==> src/design/tkst_pkg.sv <==
// Package for the top-k sorted score table: beat types, action codes,
// controller states and the controller/datapath command and status structs.
// No dependencies.
package tkst_pkg;

	localparam int MAX_ENTRIES_DEF = 10;
	localparam int MAX_ENTRIES_LIM = 64;

	localparam int SCORE_W = 32;
	localparam int TAG_W   = 24;
	localparam int INDEX_W = 6;
	localparam int RANK_W  = 7;

	localparam logic [1:0] ACT_CHECK  = 2'd0;
	localparam logic [1:0] ACT_INSERT = 2'd1;
	localparam logic [1:0] ACT_READ   = 2'd2;

	typedef struct packed {
		logic [1:0]                action;
		logic signed [SCORE_W-1:0] score;
		logic [TAG_W-1:0]          tag;
		logic [INDEX_W-1:0]        index;
	} req_t;

	typedef struct packed {
		logic                      qualifies;
		logic [RANK_W-1:0]         placed_rank;
		logic                      read_valid;
		logic signed [SCORE_W-1:0] read_score;
		logic [TAG_W-1:0]          read_tag;
		logic [RANK_W-1:0]         entry_count;
	} rsp_t;

	typedef enum logic [2:0] {
		ST_IDLE,
		ST_LOOKUP,
		ST_SCAN,
		ST_SCAN_CMP,
		ST_SHIFT,
		ST_SHIFT_WR,
		ST_FINISH
	} ctl_state_t;

	typedef struct packed {
		logic load;      // capture request beat
		logic rd_item;   // read entry named by the request (last slot for check)
		logic rd_scan;   // read entry at ptr
		logic rd_prev;   // read entry at ptr-1
		logic ptr_clr;
		logic ptr_inc;
		logic ptr_dec;
		logic ptr_last;  // ptr <= last slot to fill
		logic pos_take;  // pos <= ptr
		logic pos_count; // pos <= count
		logic mv_wr;     // entry[ptr] <= read data
		logic put_wr;    // entry[pos] <= new pair, grow count if not full
		logic finish;    // form and strobe result
	} dp_cmd_t;

	typedef struct packed {
		logic [1:0] action;
		logic       scan_end;  // ptr == count
		logic       above;     // new score > read score
		logic       full;      // count == MAX_ENTRIES
		logic       shift_end; // ptr == pos
	} dp_sts_t;

endpackage

==> src/design/tkst_dp.sv <==
// Datapath of the top-k sorted score table: request and result registers,
// entry memory with registered read, scan/shift pointer, rank and count.
// Depends on tkst_pkg.
module tkst_dp import tkst_pkg::*; #(
	parameter int MAX_ENTRIES = MAX_ENTRIES_DEF
) (
	input  logic    clk,
	input  logic    arst_n,
	input  req_t    req,
	input  dp_cmd_t cmd,
	output dp_sts_t sts,
	output logic    done,
	output rsp_t    rsp
);

	localparam int AW = $clog2(MAX_ENTRIES);
	localparam int CW = $clog2(MAX_ENTRIES + 1);
	localparam logic [CW-1:0] MAX_C  = CW'(MAX_ENTRIES);
	localparam logic [CW-1:0] LAST_C = CW'(MAX_ENTRIES - 1);

	logic signed [SCORE_W-1:0] score_mem [MAX_ENTRIES];
	logic [TAG_W-1:0]          tag_mem   [MAX_ENTRIES];

	req_t                      req_q;
	logic [CW-1:0]             count_q;
	logic [CW-1:0]             ptr_q;
	logic [CW-1:0]             pos_q;
	logic signed [SCORE_W-1:0] rd_score_q;
	logic [TAG_W-1:0]          rd_tag_q;
	logic                      done_q;
	rsp_t                      rsp_q;

	logic                      full;
	logic                      rd_en;
	logic [AW-1:0]             rd_addr;
	logic [AW-1:0]             item_addr;
	logic [CW-1:0]             ptr_m1;
	logic                      idx_ok;
	logic                      qual;
	logic                      rv;

	assign full   = (count_q == MAX_C);
	assign ptr_m1 = ptr_q - CW'(1);
	assign idx_ok = ({1'b0, req_q.index} < RANK_W'(count_q));

	always_comb begin
		if (req_q.action == ACT_CHECK) begin
			item_addr = LAST_C[AW-1:0];
		end else if ({1'b0, req_q.index} < RANK_W'(MAX_ENTRIES)) begin
			item_addr = req_q.index[AW-1:0];
		end else begin
			item_addr = '0;
		end
	end

	always_comb begin
		rd_en = cmd.rd_item | cmd.rd_scan | cmd.rd_prev;
		priority if (cmd.rd_item) begin
			rd_addr = item_addr;
		end else if (cmd.rd_prev) begin
			rd_addr = ptr_m1[AW-1:0];
		end else begin
			rd_addr = ptr_q[AW-1:0];
		end
	end

	assign sts.action    = req_q.action;
	assign sts.scan_end  = (ptr_q == count_q);
	assign sts.above     = (req_q.score > rd_score_q);
	assign sts.full      = full;
	assign sts.shift_end = (ptr_q == pos_q);

	// entry memory: one write, one registered read per cycle
	always_ff @(posedge clk) begin
		if (cmd.put_wr) begin
			score_mem[pos_q[AW-1:0]] <= req_q.score;
			tag_mem[pos_q[AW-1:0]]   <= req_q.tag;
		end else if (cmd.mv_wr) begin
			score_mem[ptr_q[AW-1:0]] <= rd_score_q;
			tag_mem[ptr_q[AW-1:0]]   <= rd_tag_q;
		end
		if (rd_en) begin
			rd_score_q <= score_mem[rd_addr];
			rd_tag_q   <= tag_mem[rd_addr];
		end
	end

	always_ff @(posedge clk) begin
		if (cmd.load) begin
			req_q <= req;
		end
	end

	always_ff @(posedge clk or negedge arst_n) begin
		if (!arst_n) begin
			count_q <= '0;
			ptr_q   <= '0;
			pos_q   <= '0;
		end else begin
			if (cmd.put_wr && !full) begin
				count_q <= count_q + CW'(1);
			end
			priority if (cmd.ptr_clr) begin
				ptr_q <= '0;
			end else if (cmd.ptr_last) begin
				ptr_q <= full ? LAST_C : count_q;
			end else if (cmd.ptr_inc) begin
				ptr_q <= ptr_q + CW'(1);
			end else if (cmd.ptr_dec) begin
				ptr_q <= ptr_m1;
			end
			priority if (cmd.pos_take) begin
				pos_q <= ptr_q;
			end else if (cmd.pos_count) begin
				pos_q <= count_q;
			end
		end
	end

	assign qual = (req_q.action == ACT_CHECK) && !req_q.score[SCORE_W-1] &&
		(req_q.score != '0) && (!full || (req_q.score > rd_score_q));
	assign rv   = (req_q.action == ACT_READ) && idx_ok;

	always_ff @(posedge clk) begin
		if (cmd.finish) begin
			rsp_q.qualifies   <= qual;
			rsp_q.placed_rank <= (req_q.action == ACT_INSERT) ? RANK_W'(pos_q) : '0;
			rsp_q.read_valid  <= rv;
			rsp_q.read_score  <= rv ? rd_score_q : '0;
			rsp_q.read_tag    <= rv ? rd_tag_q : '0;
			rsp_q.entry_count <= RANK_W'(count_q);
		end
	end

	always_ff @(posedge clk or negedge arst_n) begin
		if (!arst_n) begin
			done_q <= 1'b0;
		end else begin
			done_q <= cmd.finish;
		end
	end

	assign done = done_q;
	assign rsp  = rsp_q;

endmodule

==> src/design/tkst_ctl.sv <==
// Controller of the top-k sorted score table: sequences lookup, scan,
// shift and place steps over the datapath.
// Depends on tkst_pkg.
module tkst_ctl import tkst_pkg::*; (
	input  logic    clk,
	input  logic    arst_n,
	input  logic    start,
	input  dp_sts_t sts,
	output logic    busy,
	output dp_cmd_t cmd
);

	ctl_state_t state_q;
	ctl_state_t state_d;

	always_ff @(posedge clk or negedge arst_n) begin
		if (!arst_n) begin
			state_q <= ST_IDLE;
		end else begin
			state_q <= state_d;
		end
	end

	always_comb begin
		state_d = state_q;
		unique case (state_q)
			ST_IDLE: begin
				if (start) begin
					state_d = ST_LOOKUP;
				end
			end
			ST_LOOKUP: begin
				state_d = (sts.action == ACT_INSERT) ? ST_SCAN : ST_FINISH;
			end
			ST_SCAN: begin
				if (!sts.scan_end) begin
					state_d = ST_SCAN_CMP;
				end else if (sts.full) begin
					state_d = ST_FINISH;
				end else begin
					state_d = ST_SHIFT;
				end
			end
			ST_SCAN_CMP: begin
				state_d = sts.above ? ST_SHIFT : ST_SCAN;
			end
			ST_SHIFT: begin
				state_d = sts.shift_end ? ST_FINISH : ST_SHIFT_WR;
			end
			ST_SHIFT_WR: begin
				state_d = ST_SHIFT;
			end
			ST_FINISH: begin
				state_d = ST_IDLE;
			end
			default: begin
				state_d = ST_IDLE;
			end
		endcase
	end

	always_comb begin
		cmd  = '0;
		busy = 1'b1;
		unique case (state_q)
			ST_IDLE: begin
				busy     = 1'b0;
				cmd.load = start;
			end
			ST_LOOKUP: begin
				cmd.rd_item = (sts.action != ACT_INSERT);
				cmd.ptr_clr = (sts.action == ACT_INSERT);
			end
			ST_SCAN: begin
				if (!sts.scan_end) begin
					cmd.rd_scan = 1'b1;
				end else begin
					cmd.pos_count = 1'b1;
					cmd.ptr_last  = !sts.full;
				end
			end
			ST_SCAN_CMP: begin
				if (sts.above) begin
					cmd.pos_take = 1'b1;
					cmd.ptr_last = 1'b1;
				end else begin
					cmd.ptr_inc = 1'b1;
				end
			end
			ST_SHIFT: begin
				if (sts.shift_end) begin
					cmd.put_wr = 1'b1;
				end else begin
					cmd.rd_prev = 1'b1;
				end
			end
			ST_SHIFT_WR: begin
				cmd.mv_wr   = 1'b1;
				cmd.ptr_dec = 1'b1;
			end
			ST_FINISH: begin
				cmd.finish = 1'b1;
			end
			default: begin
				cmd = '0;
			end
		endcase
	end

endmodule

==> src/design/top_k_sorted_score_table.sv <==
// Top level of the top-k sorted score table: controller plus datapath.
// Depends on tkst_pkg, tkst_ctl, tkst_dp.
//
// Usage:
//   A request beat (req: action, score, tag, index) is taken at a rising
//   edge where start is high and busy is low. Action 0 checks whether a
//   score would enter the table, 1 inserts a (score, tag) pair in descending
//   order behind equal scores, 2 reads the entry at a rank; 3 does nothing.
//   Exactly one result beat follows per request: rsp is shown for one
//   cycle with done high, and the receiver cannot stall it.
//   Check, read and no-op pass the lookup and finish states before the
//   registered done. Insert walks the entry memory one word per step over
//   its single registered read port: a scan and a compare state per entry
//   scanned before the landing rank, a shift and a write state per entry moved
//   down, then the finish state. busy stays high for the whole request;
//   the next request may be taken in the cycle that done is shown.
//   Reset empties the table (count to zero); entry storage is not cleared
//   and needs no clearing pass, entries at or beyond the count never reach
//   the result.
module top_k_sorted_score_table import tkst_pkg::*; #(
	parameter int MAX_ENTRIES = MAX_ENTRIES_DEF
) (
	input  logic clk,
	input  logic arst_n,
	input  logic start,
	output logic busy,
	input  req_t req,
	output logic done,
	output rsp_t rsp
);

	dp_cmd_t cmd;
	dp_sts_t sts;

	tkst_ctl u_ctl (
		.clk    (clk),
		.arst_n (arst_n),
		.start  (start),
		.sts    (sts),
		.busy   (busy),
		.cmd    (cmd)
	);

	tkst_dp #(
		.MAX_ENTRIES (MAX_ENTRIES)
	) u_dp (
		.clk    (clk),
		.arst_n (arst_n),
		.req    (req),
		.cmd    (cmd),
		.sts    (sts),
		.done   (done),
		.rsp    (rsp)
	);

endmodule

==> config.mk <==
export PLATFORM = sky130hd
export DESIGN_NAME = top_k_sorted_score_table
export DESIGN_NICKNAME = d
export VERILOG_FILES = /design/src/design/tkst_pkg.sv /design/src/design/tkst_dp.sv /design/src/design/tkst_ctl.sv /design/src/design/top_k_sorted_score_table.sv
export SDC_FILE = /design/constraint.sdc
export NUM_CORES = 1
export LEC_CHECK = 0
export BUFFER_PORTS_ARGS = -buffer_cell sky130_fd_sc_hd__buf_2
export CORE_ASPECT_RATIO = 0.8
export CORE_UTILIZATION = 50
export DETAILED_ROUTE_END_ITERATION = 10
export PLACE_DENSITY_LB_ADDON = 0.08
export SLEW_MARGIN = 5
export SYNTH_ARGS = -nofsm -noshare
export SYNTH_HDL_FRONTEND = slang
export SYNTH_SLANG_ARGS = --single-unit
==> constraint.sdc <==
create_clock -name clk -period 5.08 [get_ports clk]
set_input_delay 1.016 -clock clk [delete_from_list [all_inputs] [get_ports clk]]
set_output_delay 1.016 -clock clk [all_outputs]
set_load 0.01 [all_outputs]
==> results.md, run 1 <==
* Status: finished clean
* 1st-iter DRT viols at 1,651
* Final Util at 0.580
* Number of buffers added for setup after CTS at 0
* Clock sink total at ~760
* Min-Delay Path Class: input port to async pin
* Top_reg_cell synth: edfxtp_1
* Cell row count at 80
* Reg2reg end: u_dp.rd_tag_q[3]$_DFFE_PP_
* Synth top area cells: edfxtp_1, nor2_1, nand2_1
* Max layer used: met5
* CTS resizes at 0
* Count of flip-flops with a built-in enable after synthesis at 746
* Cell Count, Final, Fillers Out at between 3,000 and 4,000
* DRC at 0
* Setup crit end kind: flop
* Leakage at around 12 nW
* Hold Vio Cnt, Final at 0
* CTS tree: built
* Core area at approximately 0.06 mm^2
* FF-to-FF path depth at 7
* Placed Cells at 3,112
* Initial antenna violation count at 2
* Most frequent cells after synthesis: edfxtp_1, nor2_1, nand2_1
* WL met1 at about 34,000 um
* Gr ovfl total at 0
* Async set-or-reset flop fraction in the synthesized netlist at 0.0210
* Via Count at between 15,000 and 20,000
* Final worst-path cycle share at 0.738
* Max Clock Freq at 267 MHz
* Worst Path Required at approximately 5.4 ns
* Distinct cells, synth at 63
* Area grow syn2layout at 13.4%
* Yosys warns at 0
* Initial Util at 0.511
* Routability Congestion at between 0.8 and 0.9
* Clk buf depth at 3
* GRT Total Usage at 0.234
* Die X at about 280 um
* Routed length on met3 at ~4500 um
* WL per Instance at 22.3 um
* Max-slew headroom at 0.162
* Die Y at roughly 220 um
* Via-to-Cell Ratio at 5.64
* Critical Setup Path Class: flop to flop
* Syn Inst Count at roughly 2,200
* Startpoint types: flop
* Die area at 0.0626 mm^2
* Least-Margin Pin Slew at 1.24 ns
* I/O pin count at approximately 140
* Met2 wire length at approximately 33,000 um
* Cell area power density at between 500 and 600 mW/mm^2
* Hold buffers post-CTS at 0
* Final instance area at 0.0349 mm^2
* Final Power at about 21 mW
* Worst-path clk slew at about 0.06 ns
* Hold slack final at around 0.34 ns
* DP Worst Slack at 1.38 ns
* Setup ws final at roughly 1.3 ns
* Top-count cell post-synth: edfxtp_1
* Worst-path fanout max at between 80 and 90
* Setup violators final at 0
* CP Data Arrival Time at about 4 ns
* Nets at roughly 2,500
* Register area share after synthesis at 0.740
* Clock buffer count from CTS at 74
* Input/output buffers at 134
* Worst skew pair latency at between 0.6 and 0.7 ns
* DRT Pass-1 Iters at 5
* Min Tclk post-route at between 3 and 4 ns
* DP HPWL at 37,800 um
* Final WL at around 72,000 um
* Root Driver: clkbuf_16
* Setup Skew at around 0.022 ns
* Mean Syn Cell Area at 13.7 um^2
* Largest net degree at the start of global routing at ~90
* DP Area at between 0.03 and 0.04 mm^2
* Max-slew violation count at 0
* Number of global-route vias before repair at between 15,000 and 20,000
* Setup_tns at 0 ns
* Flop-to-flop setup slack at 1.33 ns
* IR drop worst, VDD at roughly 0.00055 V
* First-pass GRT wire length at approximately 110,000 um
* Max-Cap Viols at 0
* # diodes at 0
* Area leader, netlist: edfxtp_1
* Yosys reg bits at 762
* H-tree depth at 3
* Critical R2R Launch: u_ctl.state_q[0]$_DFFE_PN0P_
* Post-synth top area share at 0.727
* DRT antenna net count at 0
* Cell area after synthesis at 0.0308 mm^2
* Share of cells above drive strength 1 at 0.134
* RSZ-0062 raised after global routing: false
-- flip-flops by register name (all words and copies together) (netlist names) --
| name | flops |
|---|---|
| u_ctl.state_q | 3 |
| u_dp.count_q | 4 |
| u_dp.done | 1 |
| u_dp.pos_q | 4 |
| u_dp.ptr_q | 4 |
| u_dp.rd_score_q | 32 |
| u_dp.rd_tag_q | 24 |
| u_dp.req_q | 62 |
| u_dp.rsp | 66 |
| u_dp.score_mem | 320 |
| u_dp.sts | 2 |
| u_dp.tag_mem | 240 |
-- power by group --
part	total, mW	internal, mW	leakage (nW)	switching, mW
registers	8.61	8.17	6.99	0.436
clock network	5.49	3.17	1.16	2.33
logic	6.71	2.13	4.13	4.59
total	20.8	13.5	12.3	7.35
-- cell type report --
type,count,area (um^2)
Multi-Input combinational cell,1314,7390
Sequential cell,762,22800
Clock inverter,36,390
Timing Repair Buffer,166,1120
Tap cell,820,1030
Inverter,50,188
Clock buffer,98,2020
Fill cell,4786,25300
-- cell families (layout without fill, tap and decap cells) --
logic type                 count (synthesis)  count (layout)  synth area share
xor gates and xnor gates                  14              14           0.00398
AOI/OAI and AO/OA                        271             271            0.0609
buffers and inverters                    177             350            0.0255
and+or+nand+nor                          902             902             0.126
muxes                                     82              82            0.0277
other                                      1               6          0.000122
DFF                                      762             762             0.740
adders and majority gates                 39              39            0.0158
-- worst max-delay path, cell delays in order, from the launching register on --
cell	delay, ns
dfrtp_1	0.76
nand2_1	0.27
nor2_1	0.66
nor3_1	0.13
a211o_4	0.64
buf_12	0.41
o21ai_0	0.29
o221ai_1	0.16
-- how the worst max path moves through the flow --
stage,startpoint,endpoint,depth (start not counted)
after global routing,u_dp.ptr_q[0]$_DFFE_PN0P_,u_dp.rd_tag_q[7]$_DFFE_PP_,10
after global placement,u_ctl.state_q[0]$_DFFE_PN0P_,u_dp.rd_score_q[8]$_DFFE_PP_,7
after detailed placement,u_ctl.state_q[0]$_DFFE_PN0P_,u_dp.rd_tag_q[3]$_DFFE_PP_,7
final,u_ctl.state_q[0]$_DFFE_PN0P_,u_dp.rd_tag_q[3]$_DFFE_PP_,7
after floorplan,u_dp.ptr_q[3]$_DFFE_PN0P_,u_dp.score_mem[7][0]$_DFFE_PP_,6
after CTS,u_ctl.state_q[0]$_DFFE_PN0P_,u_dp.rd_tag_q[3]$_DFFE_PP_,7
-- per-layer routing --
metal,vias to the layer above,track usage
met1,9134,0.347
met4,2,0.0672
li1,8463,-
met2,603,0.357
met5,-,0
met3,113,0.0427
-- placed cells by master, fill, tap and decap left out, types with 15 or more instances in the layout --
master and count:
clkbuf_16 77, buf_12 17, clkinv_1 15, nand3_1 123, nor2_1 362, o221ai_1 56, mux2_2 25, buf_4 15
nand2_1 288, o21ai_0 50, a21oi_1 16, o21ai_1 48, edfxtp_1 746, mux2i_1 57, o211ai_1 59, ha_1 39
and2_1 58, dfrtp_1 16, clkbuf_1 20, buf_2 134, inv_1 50
Power figures use the tool's default switching activity.
==> inputs of run 2 (changes only) <==
==> constraint.sdc (replaced) <==
create_clock -name clk -period 3.6 [get_ports clk]
set_input_delay 0.72 -clock clk [delete_from_list [all_inputs] [get_ports clk]]
set_output_delay 0.72 -clock clk [all_outputs]
set_load 0.01 [all_outputs]
==> run 2 against run 1 <==
Compared with the run above:
- final cell count is 1.8% higher
- largest cell class unchanged
- worst hold slack worse by 0.31 ns
- highest routed layer is now met4
- critical path depth is 3 higher
- global-route usage is 0.52 points higher
- clock power is 40% higher
==> results.md, run 2 (same netlist as run 1, synthesis figures left out) <==
* 1st-iter DRT viols at roughly 1,700
* GRT Total Usage at 0.240
* DP Worst Slack at approximately 0.25 ns
* Setup violators final at 0
* Hold Vio Cnt, Final at 0
* FILL cells at 4,703
* Setup_tns at 0 ns
* Max-slew violation count at 0
* Register share of total power at 0.401
* I/O pin count at 141
* Least-Margin Pin Slew at between 1 and 1.5 ns
* P_sw at ~11 mW
* Worst-path clk slew at ~0.06 ns
* Footprint of the multi-input gates at approximately 0.0074 mm^2
* Largest register FFs at 320
* Largest net degree at the start of global routing at 79
* Routability Congestion at a little under 0.9
* Worst Path Required at 4.09 ns
* Final worst-path cycle share at 0.924
* Die area at 0.0626 mm^2
* Setup crit end kind: flop
* Cell Int Power at 19.3 mW
* Area taken by flip-flops and latches at 0.0228 mm^2
* WL per Instance at about 22 um
* Input/output buffers at 134
* DP Area at between 0.03 and 0.04 mm^2
* Max-Cap Viols at 0
* Status: finished clean
* Comb pwr share at 0.341
* DRT Pass-1 Iters at 5
* Leakage at between 10 and 15 nW
* Initial Util at 0.511
* CTS tree: built
* Die Y at about 220 um
* DRC at 0
* Final instance area at 0.0356 mm^2
* First-pass GRT wire length at ~110,000 um
* Initial antenna violation count at 1
* Clock sink total at 762
* Final Power at between 20 and 30 mW
* Max-slew headroom at 0.272
* Net Sw Frac at 0.353
* # diodes at 0
* Area grow syn2layout at 15.5%
* Nets at approximately 2,500
* Clk buf depth at 3
* Worst skew pair latency at between 0.6 and 0.7 ns
* Setup ws final at roughly 0.27 ns
* Critical Setup Path Class: flop to flop
* Setup Skew at approximately 0.020 ns
* Max Clock Freq at roughly 300 MHz
* Hold buffers post-CTS at 0
* Worst-path fanout max at 8
* Min-Delay Path Class: input port to async pin
* Cell row count at 80
* Startpoint types: flop
* Most common cell after layout, fill and taps aside: edfxtp_1
* Final WL at about 74,000 um
* Number of global-route vias before repair at around 17,000
* DP HPWL at about 40,000 um
* Min Tclk post-route at ~3.3 ns
* Die X at 280 um
* H-tree depth at 3
* IR drop worst, VDD at roughly 0.00072 V
* Root Driver: clkbuf_16
* Via-to-Cell Ratio at approximately 5.6
* Core area at between 0.06 and 0.07 mm^2
* Cell area power density at roughly 840 mW/mm^2
* Leading cell types in the layout, fill and taps excluded: edfxtp_1, nor2_1, nand2_1, buf_2, nand3_1
* Gr ovfl total at 0
* Share of cells above drive strength 1 at 0.154
* Clock buffer count from CTS at 77
* CP Data Arrival Time at 3.82 ns
* RSZ-0062 raised after global routing: false
* Clock power frac at 0.258
* DRT antenna net count at 0
* Via Count at about 19,000
[run 2: timing repair]
item                       in CTS  in global routing
resized for setup               0                  0
setup endpoints to repair       0                  2
setup buffers                   0                  1
[run 2: power groups by stage]
stage | Combinational [mW] | Clock [mW] | Sequential [mW]
floorplan | 6.72 | 0 | 12.1
global placement | 10.0 | 0 | 12.1
detailed placement | 10.2 | 0 | 12.1
CTS | 10.2 | 7.83 | 12.0
global route | 11.2 | 8.13 | 12.0
finish | 10.2 | 7.70 | 12.0
[run 2: final timing paths]
| check | start | to | slack [ns] | depth (start not counted) |
|---|---|---|---|---|
| setup / recovery | u_dp.req_q[61]$_DFFE_PP_ | u_dp.ptr_q[2]$_DFFE_PN0P_ | 0.27 | 10 |
| hold / removal | arst_n | u_ctl.state_q[0]$_DFFE_PN0P_ | 0.03 | 1 |
| setup reg to reg | u_dp.req_q[61]$_DFFE_PP_ | u_dp.ptr_q[2]$_DFFE_PN0P_ | 0.27 | 10 |
| hold reg to reg | u_dp.rd_score_q[14]$_DFFE_PP_ | u_dp.rsp[45]$_SDFFCE_PN0P_ | 0.56 | 1 |
| max in group asynchronous | arst_n | u_dp.count_q[2]$_DFFE_PN0P_ | 3.28 | 1 |
| min in group clk | req[9] | u_dp.req_q[9]$_DFFE_PP_ | 0.27 | 1 |
[run 2: metrics by stage]
step / hold WS, ns / utilization / instances
after global routing: 0.0353 / 0.591 / 3305
final: 0.0289 / 0.591 / 3305
after CTS: 0.00130 / 0.590 / 3304
after floorplan: 0.424 / - / 2253
after detailed placement: 0.535 / 0.551 / 3170
after global placement: 0.544 / 0.551 / 3170
[run 2: worst max-delay path, stage by stage, from the launching register on]
cell and delay, ns:
edfxtp_1 0.55, ha_1 0.45, nand4_2 0.19, nor4_4 0.44, a31oi_1 0.21, a21boi_4 0.19
a31oi_2 0.28, a21oi_2 0.18, nor2_2 0.25, o21ai_0 0.12, or3_1 0.33
[run 2: layout make-up]
class | instances | area share
flip-flops and latches | 762 | 0.641
multi-input cells | 1314 | 0.208
clock buffers | 98 | 0.0581
repair buffers | 225 | 0.0507
well taps | 820 | 0.0288
clock inverters | 36 | 0.00882
inverters | 50 | 0.00527
[run 2: layer usage]
metal	part of all wire	vias to the layer above	global-route usage	wire [um]
li1	-	8598	-	-
met1	0.47	9279	0.365	35000
met2	0.45	590	0.360	33200
met3	0.060	108	0.0366	4460
met4	0.019	0	0.0631	1440
met5	0	-	0	0
